**src/rtl/gphat_pkg.sv**
```systemverilog
// Package for the gamepad poll and hat encoder.
// Field widths, register map, poll phases and the hat encoding and button packing functions.
// No dependencies.
package gphat_pkg;

    localparam int BITS_PER_POLL = 16;
    localparam int CAPTURE_BITS  = 16;
    localparam int POS_W         = 5;
    localparam int TICK_W        = 8;
    localparam int HAT_W         = 4;
    localparam int BTN_W         = 8;
    localparam int APB_AW        = 3;
    localparam int APB_DW        = 32;

    localparam logic [TICK_W-1:0] LATCH_TICKS_RST = 8'd12;
    localparam logic [TICK_W-1:0] PHASE_TICKS_RST = 8'd6;

    typedef enum logic [0:0] {
        REG_LATCH_TICKS = 1'b0,
        REG_PHASE_TICKS = 1'b1
    } reg_idx_t;

    typedef enum logic [2:0] {
        PH_IDLE  = 3'd0,
        PH_LATCH = 3'd1,
        PH_PRE   = 3'd2,
        PH_HIGH  = 3'd3,
        PH_LOW   = 3'd4
    } poll_phase_t;

    localparam logic [HAT_W-1:0] HAT_NEUTRAL    = 4'd0;
    localparam logic [HAT_W-1:0] HAT_NORTH      = 4'd1;
    localparam logic [HAT_W-1:0] HAT_NORTH_EAST = 4'd2;
    localparam logic [HAT_W-1:0] HAT_EAST       = 4'd3;
    localparam logic [HAT_W-1:0] HAT_SOUTH_EAST = 4'd4;
    localparam logic [HAT_W-1:0] HAT_SOUTH      = 4'd5;
    localparam logic [HAT_W-1:0] HAT_SOUTH_WEST = 4'd6;
    localparam logic [HAT_W-1:0] HAT_WEST       = 4'd7;
    localparam logic [HAT_W-1:0] HAT_NORTH_WEST = 4'd8;

    // up beats down; right beats left with up or down, left beats right otherwise
    function automatic logic [HAT_W-1:0] encode_hat(input logic [CAPTURE_BITS-1:0] v);
        logic up;
        logic down;
        logic left;
        logic right;
        logic [HAT_W-1:0] h;
        up    = v[4];
        down  = v[5];
        left  = v[6];
        right = v[7];
        if (up)
            h = right ? HAT_NORTH_EAST : (left ? HAT_NORTH_WEST : HAT_NORTH);
        else if (down)
            h = right ? HAT_SOUTH_EAST : (left ? HAT_SOUTH_WEST : HAT_SOUTH);
        else if (left)
            h = HAT_WEST;
        else if (right)
            h = HAT_EAST;
        else
            h = HAT_NEUTRAL;
        return h;
    endfunction

    function automatic logic [BTN_W-1:0] pack_buttons(input logic [CAPTURE_BITS-1:0] v);
        return {v[11:8], v[3:0]};
    endfunction

endpackage

```
**src/rtl/gphat_if.sv**
```systemverilog
// Channel interfaces for the gamepad poll and hat encoder.
// Tick input channel and report output channel; no dependencies.
interface gphat_in_if;
    logic valid;
    logic ready;
    logic data_pin;
    logic host_ready;

    modport source (output valid, output data_pin, output host_ready, input ready);
    modport sink   (input valid, input data_pin, input host_ready, output ready);
endinterface

interface gphat_out_if;
    logic       valid;
    logic       ready;
    logic       latch_line;
    logic       clock_line;
    logic       report_valid;
    logic [3:0] hat;
    logic [7:0] buttons;

    modport source (output valid, output latch_line, output clock_line, output report_valid,
                    output hat, output buttons, input ready);
    modport sink   (input valid, input latch_line, input clock_line, input report_valid,
                    input hat, input buttons, output ready);
endinterface

```
**src/rtl/gamepad_serial_poll_hat_encode.sv**
```systemverilog
// Top level of the gamepad poll and hat encoder.
// Depends on gphat_pkg and the channel interfaces in gphat_if.sv.
//
// Usage:
//   in_ch carries one timing tick per transaction (data_pin, host_ready).
//   out_ch returns exactly one transaction per tick: latch and clock drive
//   levels, and on the last tick of a poll the report (hat, buttons).
//   A poll starts from idle when host_ready is 1: latch is high for
//   latch_ticks ticks, then 16 bits are read, three phases of phase_ticks
//   ticks each (sample with clock low, clock high, clock low).
//   Registers (APB, byte address 0: latch_ticks, 4: phase_ticks) must be
//   written while no poll is running (not enforced here); a value of 0 acts as 1.
// Output: the result of a tick is presented in the cycle after acceptance.
// Throughput: one tick per cycle unless stalled; the poll state and the
//   result register are updated together in the accepting cycle.
// Reset: poll state goes idle, registers return to 12 and 6, the output
//   register is emptied.
// Stall: in_ch.ready drops only while a result is held and out_ch.ready is
//   low; the held result stays stable until taken.
module gamepad_serial_poll_hat_encode
    import gphat_pkg::*;
(
    input  logic              clk,
    input  logic              rst_n,
    input  logic              psel,
    input  logic              penable,
    input  logic              pwrite,
    input  logic [APB_AW-1:0] paddr,
    input  logic [APB_DW-1:0] pwdata,
    output logic [APB_DW-1:0] prdata,
    output logic              pready,
    gphat_in_if.sink          in_ch,
    gphat_out_if.source       out_ch
);

    logic [TICK_W-1:0]       latch_ticks_reg;
    logic [TICK_W-1:0]       phase_ticks_reg;
    poll_phase_t             phase_reg, phase_next;
    logic [TICK_W-1:0]       timer_reg, timer_next;
    logic [POS_W-1:0]        pos_reg, pos_next;
    logic [CAPTURE_BITS-1:0] cap_reg, cap_next;

    logic              out_valid_reg;
    logic              latch_reg, latch_next;
    logic              clock_reg, clock_next;
    logic              rpt_reg, rpt_next;
    logic [HAT_W-1:0]  hat_reg, hat_next;
    logic [BTN_W-1:0]  btn_reg, btn_next;

    logic     accept;
    logic     cfg_wr;
    reg_idx_t cfg_idx;

    assign pready  = 1'b1;
    assign cfg_wr  = psel && penable && pwrite;
    assign cfg_idx = reg_idx_t'(paddr[2]);

    always_comb
    begin
        unique case (cfg_idx)
            REG_LATCH_TICKS: prdata = {{(APB_DW-TICK_W){1'b0}}, latch_ticks_reg};
            REG_PHASE_TICKS: prdata = {{(APB_DW-TICK_W){1'b0}}, phase_ticks_reg};
            default:         prdata = '0;
        endcase
    end

    always_ff @(posedge clk or negedge rst_n)
    begin
        if (!rst_n)
        begin
            latch_ticks_reg <= LATCH_TICKS_RST;
            phase_ticks_reg <= PHASE_TICKS_RST;
        end
        else if (cfg_wr)
        begin
            unique case (cfg_idx)
                REG_LATCH_TICKS: latch_ticks_reg <= pwdata[TICK_W-1:0];
                REG_PHASE_TICKS: phase_ticks_reg <= pwdata[TICK_W-1:0];
                default:         ;
            endcase
        end
    end

    assign in_ch.ready = !out_valid_reg || out_ch.ready;
    assign accept      = in_ch.valid && in_ch.ready;

    always_comb
    begin
        poll_phase_t       ph;
        logic [TICK_W-1:0] tmr;
        logic [TICK_W-1:0] tinc;
        logic [TICK_W-1:0] lim;
        logic              done;
        logic [POS_W:0]    pos_inc;

        ph   = phase_reg;
        tmr  = timer_reg;
        pos_next = pos_reg;
        cap_next = cap_reg;
        latch_next = 1'b0;
        clock_next = 1'b0;
        rpt_next   = 1'b0;
        hat_next   = HAT_NEUTRAL;
        btn_next   = '0;

        if (ph != PH_LATCH && ph != PH_PRE && ph != PH_HIGH && ph != PH_LOW)
            ph = PH_IDLE;

        if (ph == PH_IDLE && in_ch.host_ready)
        begin
            ph       = PH_LATCH;
            tmr      = '0;
            pos_next = '0;
            cap_next = '0;
        end

        tinc    = tmr + 1'b1;
        lim     = (ph == PH_LATCH) ? latch_ticks_reg : phase_ticks_reg;
        done    = (tinc >= lim) || (tinc == '0);
        pos_inc = {1'b0, pos_next} + 1'b1;

        phase_next = ph;
        timer_next = tmr;

        unique case (ph)
            PH_LATCH:
            begin
                latch_next = 1'b1;
                timer_next = done ? '0 : tinc;
                if (done)
                    phase_next = PH_PRE;
            end
            PH_PRE:
            begin
                if (tmr == '0 && !pos_next[POS_W-1] && !in_ch.data_pin)
                    cap_next[pos_next[3:0]] = 1'b1;
                timer_next = done ? '0 : tinc;
                if (done)
                    phase_next = PH_HIGH;
            end
            PH_HIGH:
            begin
                clock_next = 1'b1;
                timer_next = done ? '0 : tinc;
                if (done)
                    phase_next = PH_LOW;
            end
            PH_LOW:
            begin
                timer_next = done ? '0 : tinc;
                if (done)
                begin
                    if (pos_inc >= (POS_W+1)'(BITS_PER_POLL))
                    begin
                        rpt_next   = 1'b1;
                        hat_next   = encode_hat(cap_reg);
                        btn_next   = pack_buttons(cap_reg);
                        pos_next   = '0;
                        phase_next = PH_IDLE;
                    end
                    else
                    begin
                        pos_next   = pos_inc[POS_W-1:0];
                        phase_next = PH_PRE;
                    end
                end
            end
            default: ;
        endcase
    end

    always_ff @(posedge clk or negedge rst_n)
    begin
        if (!rst_n)
        begin
            phase_reg     <= PH_IDLE;
            timer_reg     <= '0;
            pos_reg       <= '0;
            cap_reg       <= '0;
            out_valid_reg <= 1'b0;
        end
        else
        begin
            if (accept)
            begin
                phase_reg <= phase_next;
                timer_reg <= timer_next;
                pos_reg   <= pos_next;
                cap_reg   <= cap_next;
            end
            if (accept)
                out_valid_reg <= 1'b1;
            else if (out_ch.ready)
                out_valid_reg <= 1'b0;
        end
    end

    always_ff @(posedge clk)
    begin
        if (accept)
        begin
            latch_reg <= latch_next;
            clock_reg <= clock_next;
            rpt_reg   <= rpt_next;
            hat_reg   <= hat_next;
            btn_reg   <= btn_next;
        end
    end

    assign out_ch.valid        = out_valid_reg;
    assign out_ch.latch_line   = latch_reg;
    assign out_ch.clock_line   = clock_reg;
    assign out_ch.report_valid = rpt_reg;
    assign out_ch.hat          = hat_reg;
    assign out_ch.buttons      = btn_reg;

endmodule

```
**src/flat_wrapper.sv**
```systemverilog
// flat-port wrapper written by rule: the top's interface ports become plain ports
module gamepad_serial_poll_hat_encode_flat import gphat_pkg::*;
  (clk, rst_n, psel, penable, pwrite, paddr, pwdata, prdata, pready, in_ch_valid, in_ch_data_pin, in_ch_host_ready, in_ch_ready, out_ch_valid, out_ch_latch_line, out_ch_clock_line, out_ch_report_valid, out_ch_hat, out_ch_buttons, out_ch_ready);
  gphat_in_if in_ch_i ();
  gphat_out_if out_ch_i ();
  input  logic clk;
  input  logic rst_n;
  input  logic psel;
  input  logic penable;
  input  logic pwrite;
  input  logic [APB_AW-1:0] paddr;
  input  logic [APB_DW-1:0] pwdata;
  output logic [APB_DW-1:0] prdata;
  output logic pready;
  input wire logic [$bits(in_ch_i.valid)-1:0] in_ch_valid;
  input wire logic [$bits(in_ch_i.data_pin)-1:0] in_ch_data_pin;
  input wire logic [$bits(in_ch_i.host_ready)-1:0] in_ch_host_ready;
  output wire logic [$bits(in_ch_i.ready)-1:0] in_ch_ready;
  output wire logic [$bits(out_ch_i.valid)-1:0] out_ch_valid;
  output wire logic [$bits(out_ch_i.latch_line)-1:0] out_ch_latch_line;
  output wire logic [$bits(out_ch_i.clock_line)-1:0] out_ch_clock_line;
  output wire logic [$bits(out_ch_i.report_valid)-1:0] out_ch_report_valid;
  output wire logic [$bits(out_ch_i.hat)-1:0] out_ch_hat;
  output wire logic [$bits(out_ch_i.buttons)-1:0] out_ch_buttons;
  input wire logic [$bits(out_ch_i.ready)-1:0] out_ch_ready;
  assign in_ch_i.valid = in_ch_valid;
  assign in_ch_i.data_pin = in_ch_data_pin;
  assign in_ch_i.host_ready = in_ch_host_ready;
  assign in_ch_ready = in_ch_i.ready;
  assign out_ch_valid = out_ch_i.valid;
  assign out_ch_latch_line = out_ch_i.latch_line;
  assign out_ch_clock_line = out_ch_i.clock_line;
  assign out_ch_report_valid = out_ch_i.report_valid;
  assign out_ch_hat = out_ch_i.hat;
  assign out_ch_buttons = out_ch_i.buttons;
  assign out_ch_i.ready = out_ch_ready;
  gamepad_serial_poll_hat_encode u_core (.clk(clk), .rst_n(rst_n), .psel(psel), .penable(penable), .pwrite(pwrite), .paddr(paddr), .pwdata(pwdata), .prdata(prdata), .pready(pready), .in_ch(in_ch_i), .out_ch(out_ch_i));
endmodule
```
**config.mk**
```make
export PLATFORM = sky130hd
export DESIGN_NAME = gamepad_serial_poll_hat_encode_flat
export DESIGN_NICKNAME = d
export VERILOG_FILES = /design/src/rtl/gphat_pkg.sv /design/src/rtl/gphat_if.sv /design/src/rtl/gamepad_serial_poll_hat_encode.sv /design/src/flat_wrapper.sv
export SDC_FILE = /design/constraint.sdc
export NUM_CORES = 1
export LEC_CHECK = 0
export BUFFER_PORTS_ARGS = -buffer_cell sky130_fd_sc_hd__clkbuf_2
export CAP_MARGIN = 20
export CORE_ASPECT_RATIO = 0.5
export CORE_MARGIN = 2
export CORE_UTILIZATION = 42
export CTS_BUF_LIST = sky130_fd_sc_hd__clkbuf_8
export CTS_CLUSTER_SIZE = 14
export DETAILED_ROUTE_END_ITERATION = 8
export GPL_TIMING_DRIVEN = 0
export PLACE_DENSITY_LB_ADDON = 0.15
export SKIP_CTS_REPAIR_TIMING = 1
export SYNTH_ARGS = -nofsm -noshare
export SYNTH_HDL_FRONTEND = slang
export SYNTH_SLANG_ARGS = --single-unit
```
**constraint.sdc**
```tcl
create_clock -name clk -period 9.35 [get_ports clk]
set_input_delay 0.935 -clock clk [delete_from_list [all_inputs] [get_ports clk]]
set_output_delay 0.935 -clock clk [all_outputs]
set_load 0.01 [all_outputs]
```
Word-level counts from Yosys, hierarchy flattened
Cells that the tools add are included.

Register bits: 64. Input bits: 44. Logic and storage cells: 87.

Add/sub/neg operators: 2. Magnitude comparators: 4. Eq/ne operators: 8. Mux-type cells: 35. Bitwise logic cells: 2. Reductions and logical operators: 24.

Operator list (number): one-hot mux 32 bit (2 select lines) (1); two-way mux 16 bit (3); two-way mux 8 bit (4); two-way mux 4 bit (6); two-way mux 5 bit (4); two-way mux 3 bit (6); zero test 8 bit (2); bitwise OR 16 bit (1); one-hot mux 3 bit (4 select lines) (1); logical AND 1 bit (10); adder 8 x 1 -> 8 bit, second input constant (1); >= comparator 8 bit (1); adder 5 x 1 -> 6 bit, second input constant (1); equality test 3 x 2 -> 1 bit, second input constant (2); >= comparator 6 x 5 -> 1 bit, second input constant (1); two-way mux 1 bit (6); two-way mux 2 bit (3); != test 3 x 2 -> 1 bit, second input constant (2); AND reduction 2 bit (3); less-than comparator 4 x 5 -> 1 bit, second input constant (1); demux 1 bit (select 4 bit) (1); >= comparator 4 x 1 -> 1 bit, second input constant (1); OR reduction 4 bit (1); equality test 3 x 1 -> 1 bit, second input constant (1); 9 further kinds (12).

Depth between registers and ports, before layout
Depth after elaboration: 15. Depth in mapped cells: 18.

Least setup slack after synthesis
OpenSTA, ideal clock, no wires.

Kind: input -> register. Start: in in_ch_host_ready. End: reg u_core.hat_reg[3] (netlist: u_core.out_ch.hat[3]) (data pin). Data arrival time: 3.474 ns. Slack: 5.620 ns. Cell stages on the path: 13. Cell sequence: nand2b_1 > nand2_1 > a21oi_1 > clkbuf_1 > mux2_2 > ha_1 > nand2b_1 > a211oi_1 > o21ai_0 > a21o_1 > o211ai_4 > nor2_2 > and4_1.

Cells in the longest elaborated chain, start to end: 7. Elaborated cells between the ends (all ways): 14. Classes of those cells: add/sub: 2; order compare: 2; eq/ne: 2; mux: 4; reduce/logical: 4.

Ends and longest elaborated chain: from (decl) (line flat_wrapper.sv:17) `input wire logic [$bits(in_ch_i.host_ready)-1:0] in_ch_host_ready;`; logical AND 1 bit (*) (line gamepad_serial_poll_hat_encode.sv:109) `if (ph == PH_IDLE && in_ch.host_ready)`; parallel branches: the longest is 5 deep, another holds adder 8 x 1 -> 8 bit; AND reduction 3 bit (no line) (*); to (signal assigned) (line gamepad_serial_poll_hat_encode.sv:205) `hat_reg <= hat_next;`; to (decl) (line gamepad_serial_poll_hat_encode.sv:47) `logic [HAT_W-1:0] hat_reg, hat_next;`.

Every way passes the cells marked *. A chain may end at the register's enable or synchronous reset.

Final worst setup path
Same ends and word-level chain as after synthesis.

==> impl_metrics.json <==
{
  "status": "complete, no violations",
  "power.density_mw_per_mm2": 219.7,
  "grt_first_pass_wirelength_um": 11520,
  "skew_ns": 0.004406,
  "routed_via_density": 4.820,
  "syn2layout_area_growth_pct": 20.43,
  "synth_edf_count": 15,
  "cpMostUsedCell": "nand2b_1",
  "post-route-util_pct": 51.45,
  "gp_congestion": 0.9202,
  "slowest_stage": "clkbuf_1",
  "antenna_left": 0,
  "coreArea_mm2": 0.007914,
  "synth_area_per_cell_um2": 10.43,
  "placementRows": 23,
  "slew_viol_final": 0,
  "critPathRequiredTime_ns": 9.44,
  "power_w": 0.0008944,
  "max-cap-violations": 0,
  "synth_area_leader_cell": "dfrtp_1",
  "min_period_ns": 4.071,
  "largest_reg_flops": 12,
  "antenna_found_initial": 0,
  "nets": 458,
  "setup_tns_ns": 0,
  "critPathMaxFanout": 10,
  "clockBufferDepth": 2,
  "drtIter0Drc": 138,
  "first_pass_iters": 6,
  "crit_chain": "clkbuf_2, nand2b_1, nand2_1, a21oi_1, clkbuf_1, mux2_2, ha_1, nand2b_1, a211oi_1, o21ai_0, a21o_1, o211ai_4, nor2_2, and4_1",
  "async_flop_share_pct": 75.00,
  "wire_per_inst_um": 13.07,
  "gr-usage-all-layers_pct": 17.09,
  "cts_made_buffers": 9,
  "fp.dieArea_mm2": 0.008827,
  "worstReg2RegStart": "u_core.phase_reg[0]",
  "hp-class": "input port to async pin",
  "worst_skew_pair.late_latency_ns": 0.34,
  "fmax_mhz": 245.7,
  "final_cell_mix": "clkbuf_2 (41), dfrtp_1 (41), nand2_1 (36)",
  "cts_sinks": 60,
  "syn_area_mm2": 0.003381,
  "cp-startpoint": "in_ch_host_ready",
  "crit_path_start_kind": "input port",
  "fin_crit_sh_pct": 43.53,
  "vias": 2492,
  "ys_seq_area_share_pct": 46.78,
  "finalSetupViolCount": 0,
  "antenna_cells": 0,
  "grt_overflow": 0,
  "htreeDepth": 3,
  "relSlewSlack_pct": 48.42,
  "grt_max_degree": 36,
  "cp-endpoint": "u_core.out_ch.hat[3]",
  "io_buffers": 41,
  "slowest_delay_ns": 0.51,
  "final_hold_viol_count": 0,
  "drc_errors": 0,
  "ioPinCount": 94,
  "clk_pin_slew_ns": 0.07,
  "synth_area_leaders": "dfrtp_1 (30%), edfxtp_1 (13%), mux2_2 (8.7%)",
  "die_width_um": 130.9,
  "r2r_slack_ns": 5.37,
  "power.leakage_nw": 1.892,
  "synth_top_area_share_pct": 30.35,
  "cts-root-buf": "clkbuf_8",
  "timing.rr.end": "u_core.out_ch.hat[3]",
  "fillers": 721,
  "die_y_um": 67.44,
  "drive_gt1_share_pct": 30.12,
  "synth_seq_cells": 60,
  "initial_core_util_pct": 42.72,
  "path_class": "input port to flip-flop",
  "end_kind": "flip-flop",
  "reg2reg_depth": 17,
  "synth_ff_type": "dfrtp_1",
  "grt_pass1_vias": 2479,
  "cp.arrival_ns": 4.16,
  "tritoncts": "done",
  "dp.final_hpwl_um": 5081,
  "ir_drop_mv": 0.08509,
  "rsz0062_at_grt": "false",
  "yosysUniqueCellTypes": 49,
  "synth_warnings": 0,
  "tightest_slew_ns": 0.7728,
  "drt_wl_total_um": 6759,
  "syn-instance-count": 324
}
layout make-up:
cell class,count,area [µm²],area share [%]
Clock inverter,7,115.1,2.827
Sequential cell,60,1582,38.84
Multi-Input combinational cell,241,1612,39.58
Tap cell,112,140.1,3.442
Inverter,12,45.04,1.106
Clock buffer,9,123.9,3.042
Timing Repair Buffer,42,225.2,5.532
Buffer,34,229.0,5.624
kinds of logic after synthesis:
logic type,Yosys count,synth area share (%)
xor gates and xnor gates,9,2.332
AOI/OAI and AO/OA,53,10.66
other,2,0.2221
adders and majority gates,14,5.181
muxes,34,11.03
buffers and inverters,46,8.105
and+or+nand+nor,106,15.69
DFF,60,46.78
critical path: cells and delay by family:
kind            cells  cell delay, ns
simple gates        5            0.75
buf+inv             2            0.66
fa+ha+maj           1            0.26
mux                 1            0.41
compound gates      5            1.14
Yosys cell counts, types with 2 or more instances:
master / count
nor4_1: 3
clkbuf_1: 4
inv_1: 12
o21a_1: 9
nor2_1: 25
buf_4: 26
a21o_1: 3
o21ai_0: 17
o2bb2ai_1: 2
and2_1: 11
mux2_2: 26
a21oi_1: 6
mux2i_1: 8
xnor2_1: 6
and4_1: 3
o41ai_1: 2
a211oi_1: 2
conb_1: 2
nand4_1: 2
nor3_1: 3
dfstp_2: 4
xor2_1: 3
nand2_1: 36
nand3_1: 6
edfxtp_1: 15
buf_2: 3
a31oi_1: 2
dfrtp_1: 41
o211ai_1: 3
ha_1: 14
nand3b_1: 2
nand2b_1: 6
per-stage QoR:
stage	worst slack (ns)	hold slack [ns]	cells	instance area (µm²)
finish	5.279	0.4666	517	4071
global route	5.006	0.4596	517	4071
CTS	5.295	0.4560	517	4071
detailed placement	4.932	0.4677	501	3832
global placement	4.929	0.4597	500	3812
floorplan	5.620	0.4418	347	3467
layer usage:
layer | vias to the layer above | global-route usage [%] | wire length, µm
li1 | 1243 | - | -
met1 | 1162 | 20.41 | 3068
met2 | 81 | 28.84 | 3246
met3 | 6 | 5.705 | 393
met4 | 0 | 7.181 | 51
met5 | - | 0 | 0
power by group:
part	internal, W	leakage (nW)	switching (W)
Clock	0.000176	0.115	0.000104
Combinational	0.000123	1.05	0.000150
Sequential	0.000309	0.726	0.0000321
worst min path at each step:
stage                                  from                   endpoint  slack, ns  cells after the start
after floorplan           u_core.cap_reg[0]          u_core.cap_reg[0]       0.44                      2
after global placement    u_core.cap_reg[0]          u_core.cap_reg[0]       0.46                      2
after detailed placement  u_core.cap_reg[3]          u_core.cap_reg[3]       0.47                      2
after CTS                             rst_n  u_core.phase_ticks_reg[4]       0.46                      1
after global routing                  rst_n  u_core.phase_ticks_reg[3]       0.46                      1
final                                 rst_n  u_core.phase_ticks_reg[4]       0.47                      1
Power figures use the tool's default switching activity.
